## config.mk

```make
export PLATFORM = sky130hd
export DESIGN_NAME = config_line_tokenizer_unit
export DESIGN_NICKNAME = d
export VERILOG_FILES = /design/src/rtl/clt_pkg.sv /design/src/rtl/clt_front.sv /design/src/rtl/clt_queue.sv /design/src/rtl/clt_back.sv /design/src/rtl/config_line_tokenizer_unit.sv
export VERILOG_INCLUDE_DIRS = /design/src /design/src/rtl
export SDC_FILE = /design/constraint.sdc
export NUM_CORES = 1
export LEC_CHECK = 0
export BUFFER_PORTS_ARGS = -buffer_cell sky130_fd_sc_hd__buf_2
export CORE_MARGIN = 5
export CORE_UTILIZATION = 32
export DETAILED_ROUTE_END_ITERATION = 16
export SYNTH_ARGS = -nofsm -noshare
export SYNTH_HDL_FRONTEND = slang
export SYNTH_SLANG_ARGS = --single-unit
```

## constraint.sdc

```tcl
create_clock -name clk -period 15.3 [get_ports clk]
set_input_delay 3.06 -clock clk [delete_from_list [all_inputs] [get_ports clk]]
set_output_delay 3.06 -clock clk [all_outputs]
set_load 0.02 [all_outputs]
```

## src/rtl/config_line_tokenizer_unit_assert.svh

```systemverilog
// Assertion macros for the line tokenizer. The user module provides clk and arst_n.
`ifndef CONFIG_LINE_TOKENIZER_UNIT_ASSERT_SVH
`define CONFIG_LINE_TOKENIZER_UNIT_ASSERT_SVH

// Same-cycle implication.
`define CLT_ASSERT_NOW(lbl, ante, cons) \
	lbl: assert property (@(posedge clk) disable iff (!arst_n) (ante) |-> (cons)) \
		else $error("tokenizer check failed");

// Next-cycle implication.
`define CLT_ASSERT_NEXT(lbl, ante, cons) \
	lbl: assert property (@(posedge clk) disable iff (!arst_n) (ante) |=> (cons)) \
		else $error("tokenizer check failed");

`endif

```

## src/rtl/clt_pkg.sv

```systemverilog
package clt_pkg;

	localparam int MAX_RESULTS = 4;
	localparam int IDX_W = $clog2(MAX_RESULTS);
	localparam int CNT_W = $clog2(MAX_RESULTS + 1);
	localparam int QUEUE_DEPTH_DEF = 2;

	localparam logic [1:0] KIND_CHAR = 2'd0;
	localparam logic [1:0] KIND_END  = 2'd1;
	localparam logic [1:0] KIND_LINE = 2'd2;

	localparam logic [2:0] CLASS_NONE    = 3'd0;
	localparam logic [2:0] CLASS_OPEN    = 3'd0;
	localparam logic [2:0] CLASS_CLOSE   = 3'd1;
	localparam logic [2:0] CLASS_EQUALS  = 3'd2;
	localparam logic [2:0] CLASS_COMMENT = 3'd3;
	localparam logic [2:0] CLASS_WORD    = 3'd4;
	localparam logic [2:0] CLASS_VALUE   = 3'd5;

	localparam logic [7:0] CH_LBRACE = 8'h7B;
	localparam logic [7:0] CH_RBRACE = 8'h7D;
	localparam logic [7:0] CH_EQUALS = 8'h3D;
	localparam logic [7:0] CH_HASH   = 8'h23;
	localparam logic [7:0] CH_QUOTE  = 8'h22;
	localparam logic [7:0] CH_BSLASH = 8'h5C;
	localparam logic [7:0] CH_DOT    = 8'h2E;

	typedef enum logic [4:0] {
		MODE_IDLE    = 5'b00001,
		MODE_WORD    = 5'b00010,
		MODE_QUOTED  = 5'b00100,
		MODE_ESCAPE  = 5'b01000,
		MODE_COMMENT = 5'b10000
	} scan_mode_t;

	typedef struct packed {
		logic [1:0] kind;
		logic [7:0] ch;
		logic [2:0] cls;
		logic       last;
	} result_t;

	// All results caused by one input item, in emission order from entry 0.
	typedef struct packed {
		logic [CNT_W-1:0]             cnt;
		result_t [MAX_RESULTS-1:0]    ent;
	} plan_t;

	typedef struct packed {
		scan_mode_t mode;
		logic       val_flag;
	} front_status_t;

	typedef struct packed {
		logic full;
		logic empty;
	} queue_status_t;

	function automatic logic is_blank(input logic [7:0] c);
		return (c >= 8'd9 && c <= 8'd13) || c == 8'd32 || c == 8'd133 || c == 8'd160;
	endfunction

endpackage

```

## src/rtl/clt_front.sv

```systemverilog
module clt_front (
	input  logic                      clk,
	input  logic                      arst_n,
	input  logic                      take,
	input  logic [7:0]                char_code,
	input  logic                      has_char,
	input  logic                      line_end,
	output logic                      push,
	output clt_pkg::plan_t            plan,
	output clt_pkg::front_status_t    status
);
	import clt_pkg::*;

	scan_mode_t mode_q, mode_n;
	logic       vo_q, vo_n;

	always_comb begin
		logic [CNT_W-1:0] cnt;
		logic             restart;
		logic             blank;
		logic             cut;
		cnt = '0;
		restart = 1'b0;
		blank = is_blank(char_code);
		cut = blank || char_code == CH_LBRACE || char_code == CH_RBRACE
			|| char_code == CH_EQUALS || char_code == CH_HASH;
		mode_n = mode_q;
		vo_n = vo_q;
		plan = '0;

		if (has_char) begin
			unique case (mode_q)
				MODE_WORD: begin
					if (cut) begin
						plan.ent[cnt[IDX_W-1:0]] = '{kind: KIND_END, ch: 8'd0,
							cls: vo_q ? CLASS_VALUE : CLASS_WORD, last: 1'b0};
						cnt = cnt + CNT_W'(1);
						vo_n = 1'b0;
						mode_n = MODE_IDLE;
						restart = 1'b1;
					end else begin
						plan.ent[cnt[IDX_W-1:0]] = '{kind: KIND_CHAR, ch: char_code,
							cls: CLASS_NONE, last: 1'b0};
						cnt = cnt + CNT_W'(1);
						if (char_code == CH_BSLASH || char_code == CH_DOT) begin
							vo_n = 1'b1;
						end else if (char_code == CH_QUOTE) begin
							mode_n = MODE_QUOTED;
						end
					end
				end
				MODE_QUOTED: begin
					plan.ent[cnt[IDX_W-1:0]] = '{kind: KIND_CHAR, ch: char_code,
						cls: CLASS_NONE, last: 1'b0};
					cnt = cnt + CNT_W'(1);
					if (char_code == CH_QUOTE) begin
						mode_n = MODE_WORD;
					end else if (char_code == CH_BSLASH) begin
						mode_n = MODE_ESCAPE;
					end
				end
				MODE_ESCAPE: begin
					plan.ent[cnt[IDX_W-1:0]] = '{kind: KIND_CHAR, ch: char_code,
						cls: CLASS_NONE, last: 1'b0};
					cnt = cnt + CNT_W'(1);
					mode_n = MODE_QUOTED;
				end
				MODE_COMMENT: begin
					plan.ent[cnt[IDX_W-1:0]] = '{kind: KIND_CHAR, ch: char_code,
						cls: CLASS_NONE, last: 1'b0};
					cnt = cnt + CNT_W'(1);
				end
				default: begin
					mode_n = MODE_IDLE;
					restart = 1'b1;
				end
			endcase

			// Start a new token from the idle state.
			if (restart && !blank) begin
				plan.ent[cnt[IDX_W-1:0]] = '{kind: KIND_CHAR, ch: char_code,
					cls: CLASS_NONE, last: 1'b0};
				cnt = cnt + CNT_W'(1);
				priority if (char_code == CH_LBRACE) begin
					plan.ent[cnt[IDX_W-1:0]] = '{kind: KIND_END, ch: 8'd0,
						cls: CLASS_OPEN, last: 1'b0};
					cnt = cnt + CNT_W'(1);
				end else if (char_code == CH_RBRACE) begin
					plan.ent[cnt[IDX_W-1:0]] = '{kind: KIND_END, ch: 8'd0,
						cls: CLASS_CLOSE, last: 1'b0};
					cnt = cnt + CNT_W'(1);
				end else if (char_code == CH_EQUALS) begin
					plan.ent[cnt[IDX_W-1:0]] = '{kind: KIND_END, ch: 8'd0,
						cls: CLASS_EQUALS, last: 1'b0};
					cnt = cnt + CNT_W'(1);
				end else if (char_code == CH_HASH) begin
					mode_n = MODE_COMMENT;
				end else begin
					vo_n = char_code == CH_BSLASH || char_code == CH_DOT;
					mode_n = (char_code == CH_QUOTE) ? MODE_QUOTED : MODE_WORD;
				end
			end
		end

		if (line_end) begin
			if (mode_n == MODE_WORD || mode_n == MODE_QUOTED || mode_n == MODE_ESCAPE) begin
				plan.ent[cnt[IDX_W-1:0]] = '{kind: KIND_END, ch: 8'd0,
					cls: vo_n ? CLASS_VALUE : CLASS_WORD, last: 1'b0};
				cnt = cnt + CNT_W'(1);
			end else if (mode_n == MODE_COMMENT) begin
				plan.ent[cnt[IDX_W-1:0]] = '{kind: KIND_END, ch: 8'd0,
					cls: CLASS_COMMENT, last: 1'b0};
				cnt = cnt + CNT_W'(1);
			end
			plan.ent[cnt[IDX_W-1:0]] = '{kind: KIND_LINE, ch: 8'd0,
				cls: CLASS_NONE, last: 1'b0};
			cnt = cnt + CNT_W'(1);
			mode_n = MODE_IDLE;
			vo_n = 1'b0;
		end

		// Mark the final result of this item.
		if (cnt != '0) begin
			plan.ent[cnt[IDX_W-1:0] - IDX_W'(1)].last = 1'b1;
		end
		plan.cnt = cnt;
	end

	assign push = take && plan.cnt != '0;
	assign status = '{mode: mode_q, val_flag: vo_q};

	always_ff @(posedge clk or negedge arst_n) begin
		if (!arst_n) begin
			mode_q <= MODE_IDLE;
			vo_q <= 1'b0;
		end else if (take) begin
			mode_q <= mode_n;
			vo_q <= vo_n;
		end
	end

endmodule

```

## src/rtl/clt_queue.sv

```systemverilog
module clt_queue #(
	parameter int DEPTH = clt_pkg::QUEUE_DEPTH_DEF
) (
	input  logic                   clk,
	input  logic                   arst_n,
	input  logic                   push,
	input  clt_pkg::plan_t         din,
	input  logic                   pop,
	output clt_pkg::plan_t         dout,
	output clt_pkg::queue_status_t status
);
	import clt_pkg::*;

	localparam int PTR_W = $clog2(DEPTH);
	localparam int CNT_W_Q = $clog2(DEPTH + 1);

	plan_t              mem_q [DEPTH];
	logic [PTR_W-1:0]   wr_ptr_q;
	logic [PTR_W-1:0]   rd_ptr_q;
	logic [CNT_W_Q-1:0] count_q;
	logic               do_push;
	logic               do_pop;

	assign status.full = count_q == CNT_W_Q'(DEPTH);
	assign status.empty = count_q == '0;
	assign do_push = push && !status.full;
	assign do_pop = pop && !status.empty;
	assign dout = mem_q[rd_ptr_q];

	always_ff @(posedge clk) begin
		if (do_push) begin
			mem_q[wr_ptr_q] <= din;
		end
	end

	always_ff @(posedge clk or negedge arst_n) begin
		if (!arst_n) begin
			wr_ptr_q <= '0;
			rd_ptr_q <= '0;
			count_q <= '0;
		end else begin
			if (do_push) begin
				wr_ptr_q <= (wr_ptr_q == PTR_W'(DEPTH - 1)) ? '0 : wr_ptr_q + PTR_W'(1);
			end
			if (do_pop) begin
				rd_ptr_q <= (rd_ptr_q == PTR_W'(DEPTH - 1)) ? '0 : rd_ptr_q + PTR_W'(1);
			end
			unique case ({do_push, do_pop})
				2'b10:   count_q <= count_q + CNT_W_Q'(1);
				2'b01:   count_q <= count_q - CNT_W_Q'(1);
				default: count_q <= count_q;
			endcase
		end
	end

endmodule

```

## src/rtl/clt_back.sv

```systemverilog
module clt_back (
	input  logic                   clk,
	input  logic                   arst_n,
	input  clt_pkg::plan_t         plan,
	input  logic                   plan_avail,
	output logic                   pop,
	output logic                   m_axis_tvalid,
	input  logic                   m_axis_tready,
	output logic [15:0]            m_axis_tdata,
	output logic [1:0]             m_axis_tuser,
	output logic                   m_axis_tlast
);
	import clt_pkg::*;

	plan_t            cur_q;
	logic [IDX_W-1:0] idx_q;
	logic             valid_q;
	result_t          res;
	logic             step;
	logic             done;

	assign res = cur_q.ent[idx_q];
	assign step = valid_q && m_axis_tready;
	assign done = step && res.last;
	assign pop = plan_avail && (!valid_q || done);

	assign m_axis_tvalid = valid_q;
	assign m_axis_tdata = {5'd0, res.cls, res.ch};
	assign m_axis_tuser = res.kind;
	assign m_axis_tlast = res.last;

	always_ff @(posedge clk) begin
		if (pop) begin
			cur_q <= plan;
		end
	end

	always_ff @(posedge clk or negedge arst_n) begin
		if (!arst_n) begin
			valid_q <= 1'b0;
			idx_q <= '0;
		end else if (pop) begin
			valid_q <= 1'b1;
			idx_q <= '0;
		end else if (done) begin
			valid_q <= 1'b0;
		end else if (step) begin
			idx_q <= idx_q + IDX_W'(1);
		end
	end

endmodule

```

## src/rtl/config_line_tokenizer_unit.sv

```systemverilog
// Line tokenizer: takes one Latin-1 character per input item (tuser flags a valid
// character, tlast ends the line) and returns the tokens as a stream of results:
// token characters, a token end carrying the token class, and a line-end marker.
// The front end accepts one item every cycle while the plan queue has room; each
// item becomes a plan of up to four results. The back end sends one result per
// cycle while m_axis_tready is high, and an item with no results (skipped
// whitespace, empty item) is not queued. The first result of an item is written
// into the plan queue and then loaded into the back end's result register before
// it is valid. QUEUE_DEPTH sets how many plans may wait between the two sides.
module config_line_tokenizer_unit #(
	parameter int QUEUE_DEPTH = clt_pkg::QUEUE_DEPTH_DEF
) (
	input  logic        clk,
	input  logic        arst_n,
	input  logic        s_axis_tvalid,
	output logic        s_axis_tready,
	input  logic [7:0]  s_axis_tdata,  // [7:0] char_code
	input  logic [0:0]  s_axis_tuser,  // [0] has_char
	input  logic        s_axis_tlast,  // line_end
	output logic        m_axis_tvalid,
	input  logic        m_axis_tready,
	output logic [15:0] m_axis_tdata,  // [7:0] out_char, [10:8] token_class, [15:11] zero
	output logic [1:0]  m_axis_tuser,  // [1:0] result_kind
	output logic        m_axis_tlast   // last_result
);
	import clt_pkg::*;

	`include "config_line_tokenizer_unit_assert.svh"

	logic          take;
	logic          push;
	plan_t         plan_in;
	plan_t         plan_out;
	logic          pop;
	front_status_t front_st;
	queue_status_t queue_st;

	assign s_axis_tready = !queue_st.full;
	assign take = s_axis_tvalid && s_axis_tready;

	clt_front u_front (
		.clk       (clk),
		.arst_n    (arst_n),
		.take      (take),
		.char_code (s_axis_tdata),
		.has_char  (s_axis_tuser[0]),
		.line_end  (s_axis_tlast),
		.push      (push),
		.plan      (plan_in),
		.status    (front_st)
	);

	clt_queue #(
		.DEPTH (QUEUE_DEPTH)
	) u_queue (
		.clk    (clk),
		.arst_n (arst_n),
		.push   (push),
		.din    (plan_in),
		.pop    (pop),
		.dout   (plan_out),
		.status (queue_st)
	);

	clt_back u_back (
		.clk           (clk),
		.arst_n        (arst_n),
		.plan          (plan_out),
		.plan_avail    (!queue_st.empty),
		.pop           (pop),
		.m_axis_tvalid (m_axis_tvalid),
		.m_axis_tready (m_axis_tready),
		.m_axis_tdata  (m_axis_tdata),
		.m_axis_tuser  (m_axis_tuser),
		.m_axis_tlast  (m_axis_tlast)
	);

	// A queued plan never holds more results than an item can cause.
	`CLT_ASSERT_NOW(a_plan_count, push, plan_in.cnt <= CNT_W'(MAX_RESULTS))
	// The line-end marker closes its item.
	`CLT_ASSERT_NOW(a_line_is_last, m_axis_tvalid && m_axis_tuser == KIND_LINE, m_axis_tlast)
	// After a line end the scanner is back between tokens with a clean word flag.
	`CLT_ASSERT_NEXT(a_line_resets, take && s_axis_tlast,
		front_st.mode == MODE_IDLE && !front_st.val_flag)
	// Token characters carry no class.
	`CLT_ASSERT_NOW(a_char_no_class, m_axis_tvalid && m_axis_tuser == KIND_CHAR,
		m_axis_tdata[10:8] == CLASS_NONE)

endmodule
```

==> results.md <==
- Setup slack closes at 7.85 ns.
- The net count of the finished layout is 544.
- Once placement completed, the tool counted placed cells totaling 768.
- In this run the worst setup path begins at s_axis_tdata[2].
- The number of vias per cell is 4.93.
- During synthesis, Yosys emitted a total of 0 warnings.
- The hold-fix buffer count after cts is 0.
- The number of fill cells is 1929.
- The most used flip-flop cell after synthesis is edfxtp_1.
- For the pin with the worst max-slew slack, the measured transition is 1.18 ns.
- The worst pin sits at a relative slew slack of 20.9%.
- The count of final max-slew check failures is 0.
- Dividing total power by cell area gives a power density of 186 nW/um^2.
- The number of buffers created by CTS is 17.
- The data arrival time of the critical path is 7.47 ns.
- The required time of the critical path is 15.31 ns.
- The final count of hold timing violations is 0.
- For the final routed database, the setup TNS stands at 0 ns.
- Prior to clock tree synthesis, the placed netlist has a worst setup slack of 7.43 ns.
- The count of cells in the finished layout, fillers not included, comes to 800.
- The global routing usage summed across all routing layers is 11.4%.
- The clock-pin slew of the registers on the worst-case setup and hold paths is 0.06 ns.
- The number of failing setup endpoints in the final timing report is 0.
- The count of standard-cell rows is 52.
- Subtracting the final worst setup slack from the clock period gives 7.45 ns.
- The worst setup path is captured at a flop.
- The portion of the clock cycle consumed by the worst path in the final layout is 48.7%.
- The initial utilization of the core area, before any placement, comes to 32.2%.
- The residual DRC count is 0.
- The ratio of cells with drive above 1 in the final layout is 23.4%.
- The die outline width is 152 um.
- The peak supply drop is 0.0604 mV.
- The number of global-route vias before repair is 4050.
- The region available for standard cell placement spans 20000 um^2.
- The clock tree from TritonCTS is done.
- Summed over all layers, the global routing overflow is 0.
- The y dimension of the die is 152 um.
- Of all flip-flops after synthesis, the portion carrying an async set or reset was 9.77%.
- The tree is rooted in a clkbuf_16.
- The post-CTS repair timing setup buffer count is 0.
- The quantity of gates resized following cts is 0.
- Of the synthesized area, sequential elements account for 60.9%.
- The worst setup path endpoint is u_queue.mem_q[0][24].
- The cell depth of the worst flop-to-flop path is 16.
- Setup repair after global routing left no endpoint under its margin.
- The number of buffers inserted by port buffering is 29.
- In this run the critical register-to-register path is launched from u_front.mode_q[2].
- The total clock sinks is 133.
- For this run, the share of the core covered by cells in the final layout is 37.4%.
- The area enclosed by the die boundary is 23100 um^2.
- The H-tree generated during clock tree synthesis spans 4 levels.
- The clock passes through at most 2 buffers.
- The maximum net fanout on the critical path is 40.
- In this run the cell area of the synthesized design comes to 6450 um^2.
- The first global-routing pass estimated 21.5 mm of wire.
- The leakage power summed over all cells is 2.69 nW.
- The path class of the tightest hold or removal check is flop to flop.
- 0 antenna diodes ended up in the layout.
- The maximum number of pins on one net before global-route repair is 43.
- The worst setup path is launched from an input port.
- The critical path in this run is classified as input port to flop.
- After synthesis, the mean cell area works out to 13.3 um^2.
- The half-perimeter wire length after placement is 8.91 mm.
- The setup check on the worst reg-to-reg path leaves a slack of 10.13 ns.
- Yosys mapped a number of flops with a built-in enable equal to 120.
- The later-pin clock latency in the skew report is 0.41 ns.
- The clock tree skew after final layout is 0.00959 ns.
- After the first detailed-routing iteration, the DRC count stood at 260.
- The pre-antenna-repair detailed-routing pass consisted of 6 iterations.
- The number of antenna violations at the first check in global routing is 0.
- The distinct cell type count of the synthesized netlist is 73.
- The run finished with clean final reports.
- The max-capacitance violation count is 0.
- The tightest hold path in the finished design has a slack of 0.540 ns.
- The routability congestion estimate is 0.838.
- During I/O placement, the number of pins put on the boundary was 35.
- The final routed wire length divided by cell count is 15.9 um.
- The number of routed nets with antenna violations is 0.
- The sum of routed wire length over all layers is 12.7 mm.
- Synthesis produced 485 cells.
- The destination of the worst register-to-register timing path is u_queue.mem_q[0][24].
- The via total after detailed routing is 3946.
- The synthesis-to-finish area growth is 16.1%.
- The maximum clock frequency is 134 MHz.
- After synthesis the netlist holds a flip-flop and latch count of 133.
logic make-up (layout without fill, tap and decap cells):
family	count (synthesis)	count (layout)	synth area share, %
AND/OR/NAND/NOR	146	146	12.0
flip-flops	133	133	60.9
AO/OA/AOI/OAI	84	84	9.62
multiplexers	56	56	10.6
buffers and inverters	43	82	2.97
adder cells (fa/ha/maj)	13	13	2.52
XOR/XNOR	9	9	1.22
other	1	7	0.0581
power by group:
| group | internal (mW) | switching, mW |
|---|---|---|
| sequential | 0.538 | 0.0493 |
| combinational | 0.157 | 0.237 |
| clock | 0.276 | 0.138 |
| total | 0.971 | 0.425 |
worst max-delay path, stage by stage:
cell     delay, ns
buf_2         0.18
and3b_1       0.22
o211a_1       0.24
or2_1         0.25
o41a_1        0.44
nor2b_4       0.16
and3_4        0.22
o31a_4        0.37
xnor2_1       0.34
inv_1         0.13
ha_1          0.23
inv_1         0.07
ha_1          0.27
nand3_1       0.11
mux2i_1       0.17
nor2_4        0.95
worst min-delay path by stage:
stage                               endpoint  cells past startpoint            startpoint
after global routing        u_back.cur_q[54]                      1  u_queue.mem_q[1][54]
final                       u_back.cur_q[54]                      1  u_queue.mem_q[1][54]
after global placement      u_back.cur_q[54]                      1  u_queue.mem_q[1][54]
after detailed placement     u_back.cur_q[7]                      1   u_queue.mem_q[1][7]
after floorplan           u_queue.count_q[1]                      1    u_queue.count_q[1]
after CTS                   u_back.cur_q[54]                      1  u_queue.mem_q[1][54]
cell usage after synthesis, types with 7 or more instances:
| library cell | instances | area (um^2) |
|---|---|---|
| edfxtp_1 | 120 | 3600 |
| mux2_2 | 40 | 450 |
| nand2_1 | 37 | 139 |
| nor2_1 | 35 | 131 |
| a21oi_1 | 19 | 95.1 |
| inv_1 | 17 | 63.8 |
| ha_1 | 13 | 163 |
| dfrtp_1 | 12 | 300 |
| o21ai_0 | 12 | 60.1 |
| nor3_1 | 11 | 55.1 |
| clkbuf_1 | 10 | 37.5 |
| mux2i_1 | 10 | 100 |
| nand3_1 | 10 | 50.1 |
| buf_4 | 7 | 52.6 |
layer usage:
metal	global-route usage [%]	vias up	share of wire, %
li1	-	1903	-
met5	0	-	0
met3	2.62	10	3.4
met2	18.7	90	50
met1	15.1	1943	45
met4	3.85	0	1.1
cells in the final DEF (no fill, tap or decap), types with 3 or more instances in the layout:
cell | netlist | final
nand2_1 | 37 | 37
o21ai_1 | 3 | 3
nor2_1 | 35 | 34
inv_1 | 17 | 17
nand3_1 | 10 | 10
nor4_1 | 4 | 4
xor2_1 | 5 | 5
clkbuf_1 | 10 | 4
nand2b_1 | 5 | 5
o31ai_1 | 3 | 3
mux2i_1 | 10 | 10
a21o_1 | 4 | 4
conb_1 | 1 | 7
edfxtp_1 | 120 | 120
o211ai_1 | 3 | 3
and2_1 | 6 | 6
clkbuf_16 | 0 | 17
nand4_1 | 4 | 4
clkinv_2 | 0 | 4
dfrtp_1 | 12 | 12
a22o_1 | 4 | 4
buf_2 | 3 | 29
o21ai_0 | 12 | 12
and3_1 | 3 | 3
mux2_2 | 40 | 40
o21a_1 | 3 | 3
bufinv_16 | 0 | 4
or4_1 | 3 | 3
ha_1 | 13 | 13
xnor2_1 | 4 | 4
nor3_1 | 11 | 11
a21oi_1 | 19 | 18
nor2b_1 | 4 | 4
a211oi_1 | 5 | 5
mux4_2 | 6 | 6
o22ai_1 | 4 | 4
buf_4 | 7 | 3
cell type report:
cell class	instances	area (um^2)	area share [%]
Tap cell	270	338	4.51
Inverter	18	67.6	0.902
Multi-Input combinational cell	315	2370	31.7
Timing Repair Buffer	32	168	2.24
Sequential cell	133	3930	52.5
Clock inverter	10	156	2.09
Clock buffer	22	454	6.07
flip-flops by register name (all words and copies together), names as in the netlist:
| register | flops |
|---|---|
| u_front.vo_q | 1 |
| u_queue.wr_ptr_q | 1 |
| u_front.mode_q | 5 |
| u_queue.mem_q | 80 |
| u_queue.rd_ptr_q | 1 |
| u_back.cur_q | 40 |
| u_queue.count_q | 2 |
| u_back.m_axis_tvalid | 1 |
| u_back.idx_q | 2 |
stage by stage:
step,cell area [um^2],power (mW)
after floorplan,6470,0.879
after global placement,6880,0.981
after detailed placement,6880,0.996
after CTS,7490,1.41
after global routing,7490,1.48
final,7490,1.40
(Power assumes the default switching activity.)
